File: src/sv/bsi_pkg.sv
// Shared types and constants of the kd-tree box spatial index.
// No dependencies; imported by every module of the block.
`timescale 1ns / 1ps
`default_nettype none
package bsi_pkg;

  localparam int unsigned TREE_DEPTH   = 4;
  localparam int unsigned MAX_ENTITIES = 1024;
  localparam int unsigned COORD_WIDTH  = 24;

  localparam int unsigned NODE_COUNT = (1 << (TREE_DEPTH + 1)) - 1;
  localparam int unsigned NODE_W     = $clog2(NODE_COUNT);
  localparam int unsigned LVL_W      = $clog2(TREE_DEPTH + 1);
  localparam int unsigned ENT_AW     = $clog2(MAX_ENTITIES);
  localparam int unsigned LINK_W     = ENT_AW + 1;
  localparam int unsigned RESULT_CAP = 64;
  localparam int unsigned HIT_W      = $clog2(RESULT_CAP + 1);
  localparam int unsigned ONE_UNIT   = 8;
  localparam int unsigned ID_W       = 10;
  localparam int unsigned MAXH_W     = 7;
  localparam int unsigned PADDR_W    = 5;

  typedef logic signed [COORD_WIDTH-1:0] coord_t;

  typedef enum logic [1:0] {
    FUNC_CLEAR  = 2'd0,
    FUNC_LINK   = 2'd1,
    FUNC_UNLINK = 2'd2,
    FUNC_QUERY  = 2'd3
  } func_e;

  typedef enum logic [2:0] {
    REG_MIN_X    = 3'd0,
    REG_MAX_X    = 3'd1,
    REG_MIN_Y    = 3'd2,
    REG_MAX_Y    = 3'd3,
    REG_MAX_HITS = 3'd4
  } reg_e;

  typedef struct packed {
    func_e             func;
    logic [ID_W-1:0]   entity_id;
    coord_t            origin_x;
    coord_t            origin_y;
    coord_t            origin_z;
    coord_t            box_lo_x;
    coord_t            box_lo_y;
    coord_t            box_lo_z;
    coord_t            box_hi_x;
    coord_t            box_hi_y;
    coord_t            box_hi_z;
  } item_t;

  typedef struct packed {
    logic [ID_W-1:0] hit_entity;
    logic            hit_valid;
    logic [4:0]      node_index;
    logic            was_linked;
    logic            truncated;
    logic            last;
  } result_t;

  typedef struct packed {
    coord_t lo_x;
    coord_t lo_y;
    coord_t lo_z;
    coord_t hi_x;
    coord_t hi_y;
    coord_t hi_z;
  } box_t;

  // Classified command handed from the front to the back.
  typedef struct packed {
    func_e             func;
    logic              id_ok;
    logic [ENT_AW-1:0] id;
    box_t              box;
  } cmd_t;

  typedef struct packed {
    coord_t              min_x;
    coord_t              max_x;
    coord_t              min_y;
    coord_t              max_y;
    logic [MAXH_W-1:0]   max_hits;
  } cfg_t;

endpackage
`default_nettype wire

File: src/sv/bsi_front.sv
// Front end: accepts items, forms absolute link boxes, checks entity ids.
// Depends on bsi_pkg.
`timescale 1ns / 1ps
`default_nettype none
module bsi_front (
  input  wire logic          clk_i,
  input  wire logic          rst_ni,
  input  wire logic          accept_i,
  input  wire bsi_pkg::item_t item_i,
  input  wire logic          q_full_i,
  output bsi_pkg::cmd_t      cmd_o,
  output logic               push_o,
  output logic               hold_o
);
  import bsi_pkg::*;

  localparam int unsigned SW = COORD_WIDTH + 2;
  localparam logic signed [SW-1:0] UNIT = SW'(ONE_UNIT);

  logic  fr_v_q, fr_v_d;
  cmd_t  fr_q, fr_d;

  function automatic coord_t sat_sum(coord_t a, coord_t b, logic signed [SW-1:0] adj);
    logic signed [SW-1:0] s;
    s = SW'(a) + SW'(b) + adj;
    if (s[SW-1:COORD_WIDTH-1] == {(SW-COORD_WIDTH+1){s[SW-1]}}) begin
      return s[COORD_WIDTH-1:0];
    end else if (s[SW-1]) begin
      return {1'b1, {(COORD_WIDTH-1){1'b0}}};
    end else begin
      return {1'b0, {(COORD_WIDTH-1){1'b1}}};
    end
  endfunction

  always_comb begin
    fr_d       = fr_q;
    fr_d.func  = item_i.func;
    fr_d.id_ok = ({{(32-ID_W){1'b0}}, item_i.entity_id} < 32'(MAX_ENTITIES));
    fr_d.id    = ENT_AW'(item_i.entity_id);
    if (item_i.func == FUNC_LINK) begin
      // widen by one unit around the origin-relative box
      fr_d.box.lo_x = sat_sum(item_i.origin_x, item_i.box_lo_x, -UNIT);
      fr_d.box.lo_y = sat_sum(item_i.origin_y, item_i.box_lo_y, -UNIT);
      fr_d.box.lo_z = sat_sum(item_i.origin_z, item_i.box_lo_z, -UNIT);
      fr_d.box.hi_x = sat_sum(item_i.origin_x, item_i.box_hi_x, UNIT);
      fr_d.box.hi_y = sat_sum(item_i.origin_y, item_i.box_hi_y, UNIT);
      fr_d.box.hi_z = sat_sum(item_i.origin_z, item_i.box_hi_z, UNIT);
    end else begin
      fr_d.box.lo_x = item_i.box_lo_x;
      fr_d.box.lo_y = item_i.box_lo_y;
      fr_d.box.lo_z = item_i.box_lo_z;
      fr_d.box.hi_x = item_i.box_hi_x;
      fr_d.box.hi_y = item_i.box_hi_y;
      fr_d.box.hi_z = item_i.box_hi_z;
    end
  end

  assign push_o = fr_v_q && !q_full_i;
  assign hold_o = fr_v_q && q_full_i;
  assign cmd_o  = fr_q;
  assign fr_v_d = accept_i || (fr_v_q && !push_o);

  always_ff @(posedge clk_i or negedge rst_ni) begin
    if (!rst_ni) begin
      fr_v_q <= 1'b0;
    end else begin
      fr_v_q <= fr_v_d;
    end
  end

  always_ff @(posedge clk_i) begin
    if (accept_i) begin
      fr_q <= fr_d;
    end
  end

endmodule
`default_nettype wire

File: config.mk
export PLATFORM = sky130hd
export DESIGN_NAME = bsi_front
export DESIGN_NICKNAME = d
export VERILOG_FILES = /design/src/sv/bsi_pkg.sv /design/src/sv/bsi_front.sv
export SDC_FILE = /design/constraint.sdc
export NUM_CORES = 1
export LEC_CHECK = 0
export ABC_AREA = 1
export BUFFER_PORTS_ARGS = -buffer_cell sky130_fd_sc_hd__buf_2
export CAP_MARGIN = 20
export CORE_MARGIN = 3
export CORE_UTILIZATION = 50
export CTS_BUF_LIST = sky130_fd_sc_hd__clkbuf_4
export DETAILED_ROUTE_END_ITERATION = 16
export PLACE_DENSITY = 0.73
export SKIP_CTS_REPAIR_TIMING = 1
export SLEW_MARGIN = 0
export SYNTH_ARGS = -nofsm -noshare
export SYNTH_HDL_FRONTEND = slang
export SYNTH_SLANG_ARGS = --single-unit
File: constraint.sdc
create_clock -name clk_i -period 1.33 [get_ports clk_i]
set_input_delay 0.133 -clock clk_i [delete_from_list [all_inputs] [get_ports clk_i]]
set_output_delay 0.133 -clock clk_i [all_outputs]
set_load 0.05 [all_outputs]
; Word-level counts from Yosys, hierarchy flattened
; Cells that the tools add are included.
[word_totals]
reg_bits = 157
input_bits = 232
wordCells = 47
[op_classes]
add_sub_neg = 12
n_eq_ne = 7
muxes = 13
reduce_logical = 6
[op_table]
columns = cell, n
row1 = two-way mux 24 bit, 12
row2 = adder 24 x 24 -> 25 bit, 6
row3 = two-way mux 144 bit, 1
row4 = "adder 25 x 4 -> 26 bit, second input constant", 3
row5 = "adder 25 x 5 -> 26 bit, second input constant", 3
row6 = equality test 2 bit, 6
row7 = logical AND 1 bit, 3
row8 = "equality test 2 x 1 -> 1 bit, second input constant", 1
row9 = logical NOT 1 bit, 2
row10 = logical OR 1 bit, 1

; Logic depth before layout (Yosys ltp)
[depth]
depth_word = 5
depth_mapped = 21
depth_no_buf = 20

; Least setup slack after synthesis
; Ideal clock, no wire load.
[synth_path]
path_kind = input port to flip-flop
from = input item_i[121] (netlist name)
to = register fr_q, in the netlist cmd_o[137], data pin
t_arrival_ns = 2.169
required_ns = 1.077
path_slack_ns = -1.092
stages = 17
path_buffers = 1
path_cell_list = ha_1 ha_1 inv_1 fa_1 nor2_1 o21ai_0 nand2_1 nand2_1 nand3_2 nand2_1 nand3_1 nand2_2 buf_4 nand3_1 nand2_1 nand2_1 nand2_1
[synth_lines]
columns = element, line
row1 = "start, declared", bsi_front.sv:9  ; input wire bsi_pkg::item_t item_i,
row2 = "end signal, assigned", bsi_front.sv:73  ; fr_q <= fr_d;
row3 = "end, declared", bsi_front.sv:21  ; cmd_t fr_q, fr_d;

==> reports/qor.tcl <==
set qor(crit_path_max_incr_delay_ps) 430
set qor(drive_gt1_share_pct) 49.62
set qor(leakage_uw) 0.01722
set qor(status) {complete, but fails checks}
set qor(synth_mux_area_share_pct) 0
set qor(rsz0062_at_grt) {yes}
set qor(syn_nets) 3547
set qor(globalRoute.busiestLayer) {met2}
set qor(synth_enable_flop_cells) 156
set qor(postSynthRegisterBits) 157
set qor(regToRegSetupSlack_ps) 420
set qor(clkLatencyLatePin_ps) 760
set qor(synth-compound-area-share_pct) 9.943
set qor(synthFlopType) {sky130_fd_sc_hd__edfxtp_1}
set qor(reg2reg_from) {fr_v_q}
set qor(io_pins) 391
set qor(wire_per_inst_um) 21.00
set qor(timing.hold.worst_path_depth) 5
set qor(worst_hold_path_type) {in -> reg}
set qor(cts_max_level) 4
set qor(std_cell_rows) 74
set qor(initial_cell_density_of_the_core_pct) 51.36
set qor(synth-warning-count) 0
set qor(grt_pass1_vias) 22800
set qor(violations_in_the_final_reports) {hold timing, setup timing}
set qor(cellPowerDensity_nw_per_um2) 982.1
set qor(share_seq_of_total_power_pct) 18.1
set qor(synth.cell_area_um2) 21300
set qor(finalInstanceArea_um2) 35950
set qor(die_height_um) 212.4
set qor(hold_viol) 1
set qor(drv_slew) 0
set qor(grt_use_met1_pct) 41.62
set qor(globalRouteMet2Util_pct) 55.72
set qor(synth.distinct_cells) 45
set qor(dp_cells) 4390
set qor(cells_after_synth) 3022
set qor(synth_xor_area_share_pct) 4.569
set qor(crit_fanout) 6
set qor(p_comb_share_pct) 72.1
set qor(tritoncts_num_sinks) 157
set qor(worstPathCellList) {buf_2 -> inv_1 -> ha_1 -> inv_2 -> ha_4 -> nand2_1 -> nand2_1 -> nand2_1 -> nand2_1 -> a21oi_4 -> buf_6 -> nand4_1 -> nand2_4 -> nand2_4 -> nand2_8 -> nand3_2 -> a21oi_2}
set qor(power.switching_uw) 17030
set qor(nNetsFinal) 4671
set qor(crit_slowest_cell) {sky130_fd_sc_hd__a21oi_2}
set qor(maximum_number_of_pins_on_one_net_before_global_route_repair) 54
set qor(switching_share_pct) 48.23
set qor(clockPowerShare_pct) 9.8
set qor(area_share_of_and_or_nand_nor_cells_after_synthesis_pct) 33.16
set qor(place_area_um2) 28690
set qor(floorplan.die.width_um) 212.4
set qor(async_reset_ff_share_pct) 0.6369
set qor(route.detailed.vias_per_inst) 5.658
set qor(detail-route-antenna-nets) 0
set qor(grt_pass1_wl_um) 116400
set qor(whs_ps) -14.52
set qor(cp_common_cell) {sky130_fd_sc_hd__nand2_1}
set qor(avg_synthesized_cell_area_um2) 7.050
set qor(final-instance-count-excl-fill) 4698
set qor(clock_tree.buffer_depth) 2
set qor(setup.worst_path.start_class) {primary input}
set qor(largest_family_of_logic_cells_by_synthesized_area) {simple AND/OR/NAND/NOR gates}
set qor(worst_pin_slew_ps) 501.1
set qor(dr.pass1.iters) 6
set qor(layout_worst_path_cycle_share_pct) 181.0
set qor(antenna_found_initial) 11
set qor(area_growth_pct) 68.73
set qor(cts_root_buf) {sky130_fd_sc_hd__clkbuf_4}
set qor(globalplace.congestion) 1.008
set qor(clock-skew-final_ps) 0
set qor(slew_headroom_pct) 66.60
set qor(place.port_buffers) 389
set qor(fp.coreArea_um2) 41480
set qor(layout_setup_ws_ps) -1078
set qor(totalNegativeSetupSlack_ps) -105250
set qor(drc) 0
set qor(crit_required_ps) 1850
set qor(die-area_um2) 45120
set qor(worst_r2r_path_depth) 3
set qor(num_vias) 26580
set qor(critPathArrivalTime_ps) 2920
set qor(fmaxAchievable_mhz) 415.3
set qor(power.ir.vdd_worst_uv) 837.2
set qor(r2r_end) {fr_v_q}
set qor(worst_hold_path.endpoint) {cmd_o[49]}
set qor(period_minus_slack_ps) 2408
set qor(cts_made_buffers) 17
set qor(cap_violations) 0
set qor(gr-total-overflow) 0
set qor(timing.final.setup_violations) 302
set qor(p_int_uw) 18280
set qor(crit_path_end_kind) {register}
set qor(clk_pin_slew_ps) 140
set qor(yosysSeqAreaShare_pct) 22.11
set qor(place_hpwl_um) 64540
set qor(grt_usage_pct) 32.92
set qor(grt_use_met3_pct) 5.917
set qor(critPathKind) {in -> reg}
set qor(finalWirelength_um) 98660
set qor(number_of_drc_markers_after_the_initial_detailed_route_iteration) 2574
set qor(worstHoldStart) {item_i[49]}
set qor(cts_tree) {yes}
set qor(synth_fa_ha_area_share_pct) 17.42
metrics by stage:
| stage | worst slack [ps] | hold slack, ps | power, µW | util, % |
|---|---|---|---|---|
| 2_1_floorplan | -890.3 | -162.6 | 18670 | - |
| 3_3_place_gp | -1336 | -92.00 | 24890 | 69.17 |
| 3_5_place_dp | -1355 | -90.30 | 25240 | 69.17 |
| 4_1_cts | -520.3 | -950.6 | 28670 | 69.85 |
| 5_1_grt | -983.2 | 6.231 | 36710 | 86.65 |
| 6_report | -1078 | -14.52 | 35300 | 86.66 |
metal layers:
metal,vias up,wire length (µm)
li1,11940,-
met1,12490,36320
met2,1638,46380
met3,512,9052
met4,8,6849
met5,-,61
flip-flops by register name (all words and copies together) (netlist names):
register and flops:
cmd_o 156, fr_v_q 1
layout by cell type (no fill, tap or decap), types with 84 or more instances in the layout:
master	n
sky130_fd_sc_hd__edfxtp_1	156
sky130_fd_sc_hd__nand2_1	569
sky130_fd_sc_hd__buf_2	337
sky130_fd_sc_hd__dlygate4sd3_1	168
sky130_fd_sc_hd__inv_1	478
sky130_fd_sc_hd__nand3_2	131
sky130_fd_sc_hd__nand2_2	192
sky130_fd_sc_hd__nand3_1	84
sky130_fd_sc_hd__a21oi_2	136
sky130_fd_sc_hd__ha_4	202
sky130_fd_sc_hd__buf_4	542
sky130_fd_sc_hd__inv_2	111
sky130_fd_sc_hd__nor2_1	226
Yosys cell counts, types with 5 or more instances:
| cell type | instances | area share (%) |
|---|---|---|
| sky130_fd_sc_hd__nor3_1 | 24 | 0.56 |
| sky130_fd_sc_hd__nand3_1 | 129 | 3.0 |
| sky130_fd_sc_hd__xnor2_1 | 47 | 1.9 |
| sky130_fd_sc_hd__o21ai_0 | 36 | 0.85 |
| sky130_fd_sc_hd__buf_12 | 8 | 0.75 |
| sky130_fd_sc_hd__nor2_1 | 291 | 5.1 |
| sky130_fd_sc_hd__buf_4 | 20 | 0.70 |
| sky130_fd_sc_hd__nand2_4 | 9 | 0.48 |
| sky130_fd_sc_hd__buf_6 | 7 | 0.37 |
| sky130_fd_sc_hd__edfxtp_1 | 156 | 22 |
| sky130_fd_sc_hd__a21oi_1 | 122 | 2.9 |
| sky130_fd_sc_hd__nand2_2 | 55 | 1.6 |
| sky130_fd_sc_hd__nand3_2 | 103 | 4.8 |
| sky130_fd_sc_hd__and2_1 | 9 | 0.26 |
| sky130_fd_sc_hd__xnor2_2 | 6 | 0.46 |
| sky130_fd_sc_hd__nor2_2 | 20 | 0.59 |
| sky130_fd_sc_hd__nand2_1 | 777 | 14 |
| sky130_fd_sc_hd__ha_1 | 287 | 17 |
| sky130_fd_sc_hd__inv_2 | 11 | 0.19 |
| sky130_fd_sc_hd__o21bai_1 | 17 | 0.60 |
| sky130_fd_sc_hd__nor2_4 | 11 | 0.58 |
| sky130_fd_sc_hd__clkbuf_1 | 15 | 0.26 |
| sky130_fd_sc_hd__or2_2 | 7 | 0.21 |
| sky130_fd_sc_hd__nand4_1 | 55 | 1.6 |
| sky130_fd_sc_hd__inv_1 | 581 | 10 |
| sky130_fd_sc_hd__a21boi_0 | 6 | 0.21 |
| sky130_fd_sc_hd__fa_1 | 6 | 0.56 |
| sky130_fd_sc_hd__a21oi_2 | 115 | 4.7 |
| sky130_fd_sc_hd__a31oi_1 | 11 | 0.32 |
| sky130_fd_sc_hd__xor2_1 | 53 | 2.2 |
| sky130_fd_sc_hd__or2_0 | 5 | 0.15 |
critical path: cells and delay by family:
kind,cells,cell delay [ps]
simple gates,9,1210
fa+ha+maj,2,540
buf+inv,4,360
compound gates,2,660
worst max-delay path by stage:
stage	startpoint	to	slack, ps	depth (start not counted)
6_report	item_i[190]	cmd_o[117]	-1080	17
5_1_grt	item_i[117]	cmd_o[117]	-980	18
4_1_cts	item_i[156]	cmd_o[11]	-520	16
3_5_place_dp	item_i[157]	cmd_o[89]	-1360	18
3_3_place_gp	item_i[157]	cmd_o[77]	-1340	17
2_1_floorplan	item_i[193]	cmd_o[51]	-890	15
power by group through the flow:
stage / sequential [µW] / combinational [µW] / clock (µW)
2_1_floorplan: 8360 / 10300 / 0
4_1_cts: 6350 / 18900 / 3460
3_5_place_dp: 6450 / 18800 / 0
5_1_grt: 6410 / 26700 / 3610
3_3_place_gp: 6450 / 18400 / 0
6_report: 6380 / 25500 / 3470
layout make-up:
class	instances	area, µm²
Antenna cell	8	20.02
Clock buffer	18	135.1
Clock inverter	13	148.9
Fill cell	2158	5533
Inverter	593	2235
Multi-Input combinational cell	2222	18780
Sequential cell	157	4710
Tap cell	532	665.6
Timing Repair Buffer	1155	9256
logic make-up (layout without fill, tap and decap cells):
group / after synthesis / count (layout)
and+or+nand+nor: 1500 / 1506
buffers and inverters: 649 / 1779
AOI/OAI and AO/OA: 316 / 316
adders and majority gates: 293 / 293
DFF: 157 / 157
xor gates and xnor gates: 106 / 106
other: 1 / 9
Note: power is estimated with default switching activity, not from simulation.
