[src/sv/bsi_pkg.sv]
// Shared types and constants of the kd-tree box spatial index.
// No dependencies; imported by every module of the block.
`timescale 1ns / 1ps
`default_nettype none
package bsi_pkg;

  localparam int unsigned TREE_DEPTH   = 4;
  localparam int unsigned MAX_ENTITIES = 1024;
  localparam int unsigned COORD_WIDTH  = 24;

  localparam int unsigned NODE_COUNT = (1 << (TREE_DEPTH + 1)) - 1;
  localparam int unsigned NODE_W     = $clog2(NODE_COUNT);
  localparam int unsigned LVL_W      = $clog2(TREE_DEPTH + 1);
  localparam int unsigned ENT_AW     = $clog2(MAX_ENTITIES);
  localparam int unsigned LINK_W     = ENT_AW + 1;
  localparam int unsigned RESULT_CAP = 64;
  localparam int unsigned HIT_W      = $clog2(RESULT_CAP + 1);
  localparam int unsigned ONE_UNIT   = 8;
  localparam int unsigned ID_W       = 10;
  localparam int unsigned MAXH_W     = 7;
  localparam int unsigned PADDR_W    = 5;

  typedef logic signed [COORD_WIDTH-1:0] coord_t;

  typedef enum logic [1:0] {
    FUNC_CLEAR  = 2'd0,
    FUNC_LINK   = 2'd1,
    FUNC_UNLINK = 2'd2,
    FUNC_QUERY  = 2'd3
  } func_e;

  typedef enum logic [2:0] {
    REG_MIN_X    = 3'd0,
    REG_MAX_X    = 3'd1,
    REG_MIN_Y    = 3'd2,
    REG_MAX_Y    = 3'd3,
    REG_MAX_HITS = 3'd4
  } reg_e;

  typedef struct packed {
    func_e             func;
    logic [ID_W-1:0]   entity_id;
    coord_t            origin_x;
    coord_t            origin_y;
    coord_t            origin_z;
    coord_t            box_lo_x;
    coord_t            box_lo_y;
    coord_t            box_lo_z;
    coord_t            box_hi_x;
    coord_t            box_hi_y;
    coord_t            box_hi_z;
  } item_t;

  typedef struct packed {
    logic [ID_W-1:0] hit_entity;
    logic            hit_valid;
    logic [4:0]      node_index;
    logic            was_linked;
    logic            truncated;
    logic            last;
  } result_t;

  typedef struct packed {
    coord_t lo_x;
    coord_t lo_y;
    coord_t lo_z;
    coord_t hi_x;
    coord_t hi_y;
    coord_t hi_z;
  } box_t;

  // Classified command handed from the front to the back.
  typedef struct packed {
    func_e             func;
    logic              id_ok;
    logic [ENT_AW-1:0] id;
    box_t              box;
  } cmd_t;

  typedef struct packed {
    coord_t              min_x;
    coord_t              max_x;
    coord_t              min_y;
    coord_t              max_y;
    logic [MAXH_W-1:0]   max_hits;
  } cfg_t;

endpackage
`default_nettype wire

[src/sv/bsi_queue.sv]
// Two-entry command queue between front and back.
// Depends on bsi_pkg.
`timescale 1ns / 1ps
`default_nettype none
module bsi_queue (
  input  wire logic          clk_i,
  input  wire logic          rst_ni,
  input  wire logic          push_i,
  input  wire bsi_pkg::cmd_t push_data_i,
  input  wire logic          pop_i,
  output bsi_pkg::cmd_t      head_o,
  output logic               empty_o,
  output logic               full_o
);
  import bsi_pkg::*;

  cmd_t       slot_q [2];
  logic       wp_q, rp_q;
  logic [1:0] cnt_q;

  assign empty_o = (cnt_q == 2'd0);
  assign full_o  = (cnt_q == 2'd2);
  assign head_o  = slot_q[rp_q];

  always_ff @(posedge clk_i or negedge rst_ni) begin
    if (!rst_ni) begin
      wp_q  <= 1'b0;
      rp_q  <= 1'b0;
      cnt_q <= 2'd0;
    end else begin
      if (push_i) begin
        wp_q <= !wp_q;
      end
      if (pop_i) begin
        rp_q <= !rp_q;
      end
      cnt_q <= cnt_q + {1'b0, push_i} - {1'b0, pop_i};
    end
  end

  always_ff @(posedge clk_i) begin
    if (push_i) begin
      slot_q[wp_q] <= push_data_i;
    end
  end

endmodule
`default_nettype wire

[config.mk]
export PLATFORM = sky130hd
export DESIGN_NAME = bsi_queue
export DESIGN_NICKNAME = d
export VERILOG_FILES = /design/src/sv/bsi_pkg.sv /design/src/sv/bsi_queue.sv
export SDC_FILE = /design/constraint.sdc
export NUM_CORES = 1
export LEC_CHECK = 0
export ABC_AREA = 1
export BUFFER_PORTS_ARGS = -buffer_cell sky130_fd_sc_hd__buf_2
export CAP_MARGIN = 25
export CELL_PAD_IN_SITES_DETAIL_PLACEMENT = 1
export CELL_PAD_IN_SITES_GLOBAL_PLACEMENT = 1
export CORE_MARGIN = 2
export CORE_UTILIZATION = 30
export DETAILED_ROUTE_END_ITERATION = 16
export GPL_TIMING_DRIVEN = 1
export PLACE_DENSITY_LB_ADDON = 0.1
export SLEW_MARGIN = 20
export SYNTH_ARGS = -nofsm -noshare
export SYNTH_HDL_FRONTEND = slang
export SYNTH_SLANG_ARGS = --single-unit
[constraint.sdc]
create_clock -name clk_i -period 19.21 [get_ports clk_i]
set_input_delay 3.842 -clock clk_i [delete_from_list [all_inputs] [get_ports clk_i]]
set_output_delay 3.842 -clock clk_i [all_outputs]
set_load 0.02 [all_outputs]
# Yosys cells after proc, flatten, opt, wreduce, memory -nomap -nowiden
# Memories as Yosys holds them, arrays and structs flattened.
# Cells that the tools add are included.
# classes
n_addsub,2
n_reduce_logical,3
n_eq_ne,1
muxes,2
# op_table
op,count
$add A2 B1 Y2,1
$eq A2 B2 Y1 const B,1
$logic_not A1 Y1,2
$logic_not A2 Y1,1
$mux W1,2
$sub A2 B1 Y2,1
# word_totals
n_memories,1
ramBits,314
reg_bits,4
# memory_table
memory,depth,word_bits,read_ports,rd_ports_with_merged_regs,write_ports,line,rtl
slot_q,2,157,1,0,1,bsi_queue.sv:17,cmd_t slot_q [2];

# Logic depth before layout (Yosys ltp)
# Gate-level depths: netlist of the first run.
# depth
word_depth,2
depth_mapped,7
mapped_depth_nobuf,7

# Worst setup path after synthesis of the first run
# Ideal clock, no wire load.
# synth_timing
path_type,input-to-reg
start,in push_i
end,"mem slot_q[0][0] (netlist name), enable pin"
stages,2
path_slack_ps,8084
path_buffers,0
setup_time_ps,680
arrival_time_ps,10446
required_time_ps,18530
cell_sequence,inv_1 > nor2_1
# synth_via
elab_chain_cells,2
# synth_lines
element,line,rtl
start: declaration,bsi_queue.sv:8,"input wire logic push_i,"
$mux W1,bsi_queue.sv:42,if (push_i) begin
$mux W1 (not written as such),bsi_queue.sv:43,slot_q[wp_q] <= push_data_i;
end: declaration,bsi_queue.sv:17,
# No other way between the ends.

==> results of run 1 <==
-- cell families after synthesis --
kind of cell | Yosys count | share of synthesized area
AOI/OAI and AO/OA | 157 | 0.0914
xor gates and xnor gates | 2 | 0.00143
adders and majority gates | 2 | 0.00204
buffers and inverters | 199 | 0.0763
DFF | 318 | 0.778
and+or+nand+nor | 167 | 0.0513
-- worst paths after layout --
check                      slack, ps    from            end  depth (start not counted)
min in group asynchronous       3110  rst_ni       cnt_q[0]                          1
max reg2reg                    16590    wp_q  slot_q[1][66]                          3
max in group asynchronous      15950  rst_ni           rp_q                          1
max                            11760    rp_q     head_o[89]                          5
min                              550    wp_q           wp_q                          1
min reg2reg                      550    wp_q           wp_q                          1
-- Yosys cell counts --
master      n  area share
dfrtp_1     4      0.0082
clkbuf_1    6      0.0018
inv_1     164       0.050
nor2_1      3     0.00092
xor2_1      2      0.0014
nand3_1     1     0.00041
edfxtp_1  314        0.77
o21ai_2    89       0.064
ha_1        2      0.0020
buf_4       9      0.0055
o21ai_0    64       0.026
o21ai_1     4      0.0016
buf_8       1      0.0012
buf_6      19       0.017
nand2_1   163       0.050
-- routing by layer --
layer	routed length (um)	GRT usage
met1	11800	0.161
met3	1950	0.0348
met2	14300	0.228
met4	751	0.0543
met5	0	0
-- stage by stage --
stage               instance area [sq um]  cells  total power [mW]  setup WS [ps]
CTS                                 15400   1732              2.49          11590
detailed placement                  14300   1668              1.84          12180
finish                              15400   1736              2.44          11760
global route                        15400   1733              2.59          11340
floorplan                           12300    845              1.59           8080
global placement                    14300   1667              1.82          12270
-- area by class of cell --
| class | instances | area [sq um] |
|---|---|---|
| diodes | 3 | 7.51 |
| clock buffers | 47 | 963 |
| clock inverters | 17 | 129 |
| fillers | 4338 | 25100 |
| inverters | 164 | 621 |
| multi-input cells | 328 | 1800 |
| flip-flops and latches | 318 | 9530 |
| well taps | 532 | 666 |
| repair buffers | 327 | 1700 |
-- power breakdown --
group | total (mW) | internal [mW] | switching (mW) | leakage (nW)
logic | 0.823 | 0.238 | 0.586 | 2.94
clock network | 0.642 | 0.380 | 0.262 | 0.535
registers | 0.975 | 0.922 | 0.0530 | 2.99
total | 2.44 | 1.54 | 0.901 | 6.47
-- worst reg2reg max path, delay by kind of cell, from the launching register on --
kind	cells	cell delay [ps]
buffers and inverters	2	1630
flip-flops	1	420
AND/OR/NAND/NOR	1	140
-- registers in the layout, indices dropped and copies added, names as in the netlist --
name and cells:
slot_q 314, cnt_q 2, wp_q 1, rp_q 1
==> results.py, run 1 <==
metrics = {
    "power": {
        "power.density_nw_per_um2": 158,
        "p_leak_nw": 6.47,
        "ir_drop_v": 0.0000817,
    },
    "grt": {
        "grt_pass1_vias": 7361,
        "grt-ovfl-total": 0,
        "grt_max_degree": 92,
        "grt_usage": 0.134,
        "grt_first_pass_wirelength_um": 42400,
        "antenna_found_initial": 2,
    },
    "outcome": {
        "outcome": "finished, final reports clean",
    },
    "layout": {
        "layout_common_cells": "buf_2 (319), edfxtp_1 (314), inv_1 (163), nand2_1 (163), o21ai_2 (89)",
        "drive_gt1_frac": 0.388,
        "final_nets": 1339,
        "final_common_cell": "buf_2",
        "syn2layout_area_growth_pct": 25.8,
        "final_util": 0.380,
    },
    "critical_path": {
        "crit_top_cell": "buf_4",
        "cpPeakStageDelay_ps": 900,
        "crit_chain": "buf_4, buf_4, nand2_1, o21ai_2, buf_2",
        "critPathTopFamily": "buffers and inverters",
        "crit_fanout": 91,
        "critical_path_class": "register to output pin",
        "endpoint_kind": "output pin",
        "worstPathArrival_ps": 3610,
        "start_kind": "register",
        "cp_num_buf_inv": 3,
        "crit_slowest_cell": "dfrtp_4",
        "cp.required_ps": 15370,
    },
    "die": {
        "ios": 320,
        "core_area_sq_um": 40600,
        "num_rows": 74,
        "dieArea_sq_um": 42500,
        "start_util": 0.302,
        "fp.dieH_um": 206,
        "die_w_um": 206,
    },
    "drt": {
        "vias": 7267,
        "vias_per_cell": 4.19,
        "wl_um": 28900,
        "drt_iter0_markers": 345,
        "drtAntennaViolNets": 0,
        "wire_per_inst_um": 16.6,
        "first_pass_iters": 4,
        "post-route-drc-count": 0,
    },
    "logic_synthesis": {
        "synth_cell_types": 15,
        "syn_area_per_cell_sq_um": 14.5,
        "synth-seq-cells": 318,
        "syn-instance-count": 845,
        "synth-seq-area-share": 0.778,
        "synth_area_sq_um": 12300,
        "yosysWarnings": 0,
        "syn_nets": 1008,
    },
    "clock_network": {
        "root_buffer": "clkbuf_16",
        "cts_tree": "built",
        "clk_path_buf_depth": 3,
        "hold_buffers": 0,
        "numCtsBuffers": 37,
        "h-tree-depth": 2,
        "post_cts_resized": 0,
        "clock_latency_ps": 530,
        "numClockSinks": 318,
        "postCtsSetupRepairBufs": 0,
        "path_clk_slew_ps": 60,
    },
    "sta": {
        "fin_crit_sh": 0.388,
        "fin_tns_setup_ps": 0,
        "min_period_ps": 7450,
        "finalClockSkew_ps": 14.0,
        "fmax_ghz": 0.134,
        "whs_ps": 548,
        "rsz0062_at_grt": "no",
        "setup_viol_count_final": 0,
        "tightest_slew_ps": 981,
        "slew_headroom": 0.346,
        "hold_viol_final": 0,
        "final-max-slew-violation-count": 0,
    },
    "job": {
        "timing.max_cap.violations": 0,
    },
    "placed_design": {
        "portBuffers": 319,
        "finalWeightedCongestion": 0.737,
        "place.detailed.hpwl_um": 19800,
    },
    "min_path": {
        "hold_path.class": "register to register",
    },
}
Power figures use the tool's default switching activity.
==> run 2: changes to the inputs <==
Settings changed: ABC_AREA 1 to 0.
Clock period 19.21 ns to 7.5 ns, I/O delays scaled along.
==> run 2 against run 1 <==
  * Utilization is 0.69 points higher
  * Synthesized cell count is 40% lower
  * Combinational power is 140% higher
  * Largest power group unchanged
  * Cell area is 0.70% lower
  * Clock skew is 4.9 ps lower
  * Sequential cell count stayed put
  * Global-route usage is 0.30 points lower
==> results.py, run 2 <==
metrics = {
    "die": {
        "start_util": 0.302,
        "ios": 320,
        "die_w_um": 204,
        "dieArea_sq_um": 41500,
        "num_rows": 73,
        "fp.dieH_um": 204,
        "core_area_sq_um": 39500,
    },
    "placed_design": {
        "portBuffers": 319,
        "finalWeightedCongestion": 0.717,
        "post-place-ws_ps": 3460,
        "place.detailed.hpwl_um": 18300,
    },
    "logic_synthesis": {
        "synthAdderAreaFrac": 0.00209,
        "synth_top_family_by_area": "multiplexers",
        "synthTopCellsByCount": "edfxtp_1 (314), mux2_4 (101), mux2_2 (56)",
        "yosysWarnings": 0,
        "yosys-top-cells-area": "edfxtp_1 (79%), mux2_4 (13%), mux2_2 (5.3%), buf_6 (1.3%), dfrtp_1 (0.84%)",
        "synth_top_area_share": 0.788,
        "synth_compound_area_frac": 0,
        "synth_cell_types": 14,
        "synth_area_sq_um": 12000,
        "synth_xor_area_frac": 0.00345,
        "syn-instance-count": 504,
        "syn_nets": 667,
        "synth_edf_count": 314,
        "synth-seq-area-share": 0.797,
        "synth.most_common_cell": "edfxtp_1",
        "synth_ff_type": "edfxtp_1",
        "synth_top_cell_by_area": "edfxtp_1",
        "synth-seq-cells": 318,
        "synthMuxAreaShare": 0.180,
        "synthSimpleGateAreaFrac": 0.00188,
        "syn_area_per_cell_sq_um": 23.7,
        "async_reset_ff_frac": 0.0126,
    },
    "layout": {
        "num-fill-cells": 3878,
        "layout_common_cells": "buf_2 (319), edfxtp_1 (314), mux2_4 (101)",
        "largest_reg_flops": 314,
        "syn2layout_area_growth_pct": 28.0,
        "final_nets": 1016,
        "reg_top3": "slot_q (314), cnt_q (2)",
        "final_common_cell": "buf_2",
        "largest-register": "slot_q",
        "drive_gt1_frac": 0.608,
    },
    "critical_path": {
        "crit_slowest_cell": "dfrtp_4",
        "crit_fanout": 52,
        "crit_chain": "buf_4, mux2_2, buf_2",
        "critPathTopFamily": "buffers and inverters",
        "start_kind": "register",
        "endpoint_kind": "output pin",
        "cpPeakStageDelay_ps": 930,
        "critical_path_class": "register to output pin",
        "cp.required_ps": 6000,
        "cp_num_buf_inv": 2,
        "worstPathArrival_ps": 2970,
    },
    "power": {
        "ir_drop_v": 0.000213,
        "power.density_nw_per_um2": 407,
        "p_leak_nw": 5.98,
    },
    "clock_network": {
        "h-tree-depth": 2,
        "hold_buffers": 0,
        "numClockSinks": 318,
        "postCtsSetupRepairBufs": 0,
        "clk_path_buf_depth": 3,
        "root_buffer": "clkbuf_16",
        "post_cts_resized": 0,
        "cts_tree": "built",
        "path_clk_slew_ps": 60,
        "clock_latency_ps": 530,
        "numCtsBuffers": 38,
    },
    "drt": {
        "drt_iter0_markers": 242,
        "drtAntennaViolNets": 0,
        "vias": 5955,
        "vias_per_cell": 4.24,
        "first_pass_iters": 5,
        "post-route-drc-count": 0,
        "wl_um": 27400,
        "wire_per_inst_um": 19.5,
    },
    "sta": {
        "finalClockSkew_ps": 9.12,
        "fin_crit_sh": 0.595,
        "rsz0062_at_grt": "no",
        "slew_headroom": 0.327,
        "tightest_slew_ps": 1010,
        "final-max-slew-violation-count": 0,
        "setup_slack_ps": 3030,
        "hold_viol_final": 0,
        "setup_viol_count_final": 0,
        "min_period_ps": 4470,
        "fin_tns_setup_ps": 0,
        "fmax_ghz": 0.224,
    },
    "outcome": {
        "outcome": "finished, final reports clean",
    },
    "job": {
        "timing.max_cap.violations": 0,
    },
    "grt": {
        "grt_usage": 0.131,
        "antenna_found_initial": 7,
        "grt_pass1_vias": 6749,
        "grt_max_degree": 78,
        "grt_first_pass_wirelength_um": 40500,
        "grt-ovfl-total": 0,
    },
    "min_path": {
        "hold_path.class": "register to register",
    },
}
[run 2: changes by cell type after synthesis, sizes merged, moves of 2 or more]
cell and delta:
nor2b +2, inv -162, nand2 -163, o21ai -157, buf -11, nor2 -2, mux2 +157, clkbuf -6
[run 2: through the flow]
stage | power (mW) | hold slack [ps] | utilization | area [sq um] | cells
6_report | 6.24 | 541 | 0.387 | 15300 | 1405
5_1_grt | 6.54 | 588 | 0.387 | 15300 | 1405
4_1_cts | 6.37 | 551 | 0.386 | 15300 | 1401
3_5_place_dp | 4.59 | 543 | 0.356 | 14100 | 1337
3_3_place_gp | 4.54 | 528 | 0.356 | 14100 | 1337
2_1_floorplan | 4.01 | 473 | - | 12000 | 504
[run 2: cells by family (layout without fill, tap and decap cells)]
group	Yosys count	after routing
xor gates and xnor gates	3	3
muxes	157	157
other	0	3
DFF	318	318
buffers and inverters	20	393
adders and majority gates	2	2
and+or+nand+nor	4	4
[run 2: worst reg2reg max path: stages, from the launching register on]
cell and delay [ps]:
dfrtp_1 410, and2_4 770, buf_6 660
[run 2: report_power, final]
group | internal (mW) | total (mW) | switching (mW)
clock | 1.06 | 1.73 | 0.678
sequential | 2.36 | 2.50 | 0.140
combinational | 0.849 | 2.00 | 1.15
[run 2: worst paths after layout]
check,start,end,slack (ps),cells after the start
max in group asynchronous,rst_ni,rp_q,6590,1
worst max register to register,wp_q,slot_q[1][54],5180,2
worst max-delay path,rp_q,head_o[131],3030,3
worst min register to register,wp_q,wp_q,540,1
worst min-delay path,wp_q,wp_q,540,1
min in group asynchronous,rst_ni,cnt_q[1],770,1
[run 2: cell type report]
class / instances / area (sq um) / area share
diodes: 3 / 7.51 / 0.000490
clock buffers: 52 / 1070 / 0.0697
clock inverters: 12 / 104 / 0.00678
inverters: 2 / 7.51 / 0.000490
multi-input cells: 166 / 2250 / 0.147
flip-flops and latches: 318 / 9530 / 0.623
well taps: 525 / 657 / 0.0429
repair buffers: 327 / 1680 / 0.110
[run 2: metal layers]
metal	global-route usage	part of all wire
met5	0	0.0021
met2	0.222	0.50
met3	0.0438	0.076
met4	0.0581	0.028
met1	0.150	0.39
==> run 3: changes to the inputs <==
Clock period 7.5 ns to 3.9 ns, I/O delays scaled along.
==> run 3 against run 2 <==
  * Via count up 0.24%
  * Power increased by 88%
  * Hold slack got worse by 500 ps
  * Utilization is 0.19 points lower
  * First-iteration DRC count grew 2.1%
  * Wire length up 0.68%
  * Clock power up 75%
  * Clock-buffer cell count is 1 lower
  * Sequential power increased by 93%
  * Critical path type unchanged
  * Global-route usage shrank 0.065 points
  * Combinational power grew 94%
  * Critical endpoint is now head_o[111]
  * Largest cell class unchanged
  * Cell count about the same
==> results.py, run 3 (synthesis results as in run 2) <==
metrics = {
    "outcome": {
        "outcome": "finished, final reports clean",
    },
    "critical_path": {
        "start_kind": "register",
        "worstPathArrival_ps": 2390,
        "crit_fanout": 43,
        "cp.required_ps": 3120,
        "critical_path_class": "register to output pin",
        "endpoint_kind": "output pin",
    },
    "layout": {
        "final_nets": 1015,
        "drive_gt1_frac": 0.606,
        "syn2layout_area_growth_pct": 27.4,
        "layout_common_cells": "buf_2 (319), edfxtp_1 (314), mux2_4 (101)",
        "finalInstanceArea_sq_um": 15200,
        "seqCellArea_sq_um": 9530,
        "reg_top3": "slot_q (314), cnt_q (2)",
        "multi_input_area_sq_um": 2250,
        "num-fill-cells": 3913,
        "largest-register": "slot_q",
        "final_cells": 1406,
        "final_common_cell": "buf_2",
        "largest_reg_flops": 314,
    },
    "drt": {
        "vias_per_cell": 4.25,
        "vias": 5969,
        "post-route-drc-count": 0,
        "drt_iter0_markers": 247,
        "drtAntennaViolNets": 0,
        "wl_um": 27600,
        "wire_per_inst_um": 19.6,
        "first_pass_iters": 4,
    },
    "sta": {
        "setup_slack_ps": 728,
        "min_period_ps": 3170,
        "slew_headroom": 0.432,
        "fmax_ghz": 0.315,
        "setup_viol_count_final": 0,
        "fin_tns_setup_ps": 0,
        "tightest_slew_ps": 852,
        "finalClockSkew_ps": 20.8,
        "rsz0062_at_grt": "no",
        "hold_viol_final": 0,
        "final-max-slew-violation-count": 0,
        "fin_crit_sh": 0.813,
    },
    "clock_network": {
        "root_buffer": "clkbuf_16",
        "postCtsSetupRepairBufs": 0,
        "cts_tree": "built",
        "path_clk_slew_ps": 60,
        "hold_buffers": 0,
        "numClockSinks": 318,
        "post_cts_resized": 0,
        "h-tree-depth": 2,
        "clock_latency_ps": 530,
        "numCtsBuffers": 37,
        "clk_path_buf_depth": 3,
    },
    "power": {
        "p_leak_nw": 5.94,
        "combPwrFrac": 0.331,
        "p_seq_frac": 0.412,
        "internal_power_mw": 7.96,
        "power.density_nw_per_um2": 769,
        "ir_drop_v": 0.000397,
        "swShare": 0.321,
        "power_frac_clock": 0.257,
        "switchingPower_mw": 3.76,
    },
    "grt": {
        "grt_max_degree": 99,
        "grt_usage": 0.130,
        "antenna_found_initial": 9,
        "grt-ovfl-total": 0,
        "grt_pass1_vias": 6706,
        "grt_first_pass_wirelength_um": 40400,
    },
    "die": {
        "core_area_sq_um": 39500,
        "fp.dieH_um": 204,
        "ios": 320,
        "start_util": 0.302,
        "dieArea_sq_um": 41500,
        "num_rows": 73,
        "die_w_um": 204,
    },
    "placed_design": {
        "finalWeightedCongestion": 0.710,
        "post-place-ws_ps": 1200,
        "place_area_sq_um": 14200,
        "place.detailed.hpwl_um": 18500,
        "portBuffers": 319,
        "dp.cells": 1338,
    },
    "min_path": {
        "hold_path.class": "input pin to asynchronous set/reset pin",
    },
    "job": {
        "timing.max_cap.violations": 0,
    },
}
-- run 3: changes by cell type in the layout (fill, tap and decap cells not counted) --
cell	change
buf_12	+7
clkinv_1	-2
clkinv_2	+5
buf_6	-2
diode_2	+2
clkinvlp_4	-1
buf_4	-4
clkbuf_1	+3
bufinv_16	-2
clkbuf_16	-4
buf_16	-1
-- run 3: routing by layer --
layer,vias up,GRT usage,share of wire
met3,54,0.0516,0.083
met1,2967,0.164,0.43
met2,228,0.205,0.46
met5,-,0,0.0022
met4,10,0.0420,0.024
li1,2710,-,-
-- run 3: worst max-delay path, cell delays in order (launching register included) --
cell and delay (ps):
dfrtp_4 940, buf_12 350, mux2_4 330, buf_2 160
-- run 3: final timing paths --
kind / endpoint / depth (start not counted) / startpoint / slack, ps
setup / recovery: head_o[111] / 3 / rp_q / 730
hold / removal: rp_q / 1 / rst_ni / 40
setup reg to reg: slot_q[1][123] / 2 / wp_q / 2050
hold reg to reg: wp_q / 1 / wp_q / 570
max in group asynchronous: rp_q / 1 / rst_ni / 3720
min in group clk_i: slot_q[1][11] / 1 / push_data_i[11] / 440
-- run 3: area by class of cell --
class,count,share of cell area
well taps,525,0.0431
flip-flops and latches,318,0.626
clock inverters,12,0.00353
repair buffers,327,0.115
multi-input cells,166,0.147
inverters,2,0.000493
clock buffers,51,0.0642
diodes,5,0.000821
-- run 3: stage by stage --
stage	utilization	hold WS [ps]	total power [mW]
after global placement	0.359	530	8.82
after detailed placement	0.359	567	8.89
after floorplan	-	484	7.66
after CTS	0.385	7.12	12.0
after global routing	0.385	15.8	12.3
final	0.385	43.0	11.7
-- run 3: power groups by stage --
stage	clock network [mW]	registers (mW)	logic [mW]
2_1_floorplan	0	4.76	2.90
3_5_place_dp	0	4.91	3.97
3_3_place_gp	0	4.88	3.94
4_1_cts	3.14	4.85	3.99
6_report	3.02	4.82	3.88
5_1_grt	3.28	4.90	4.14
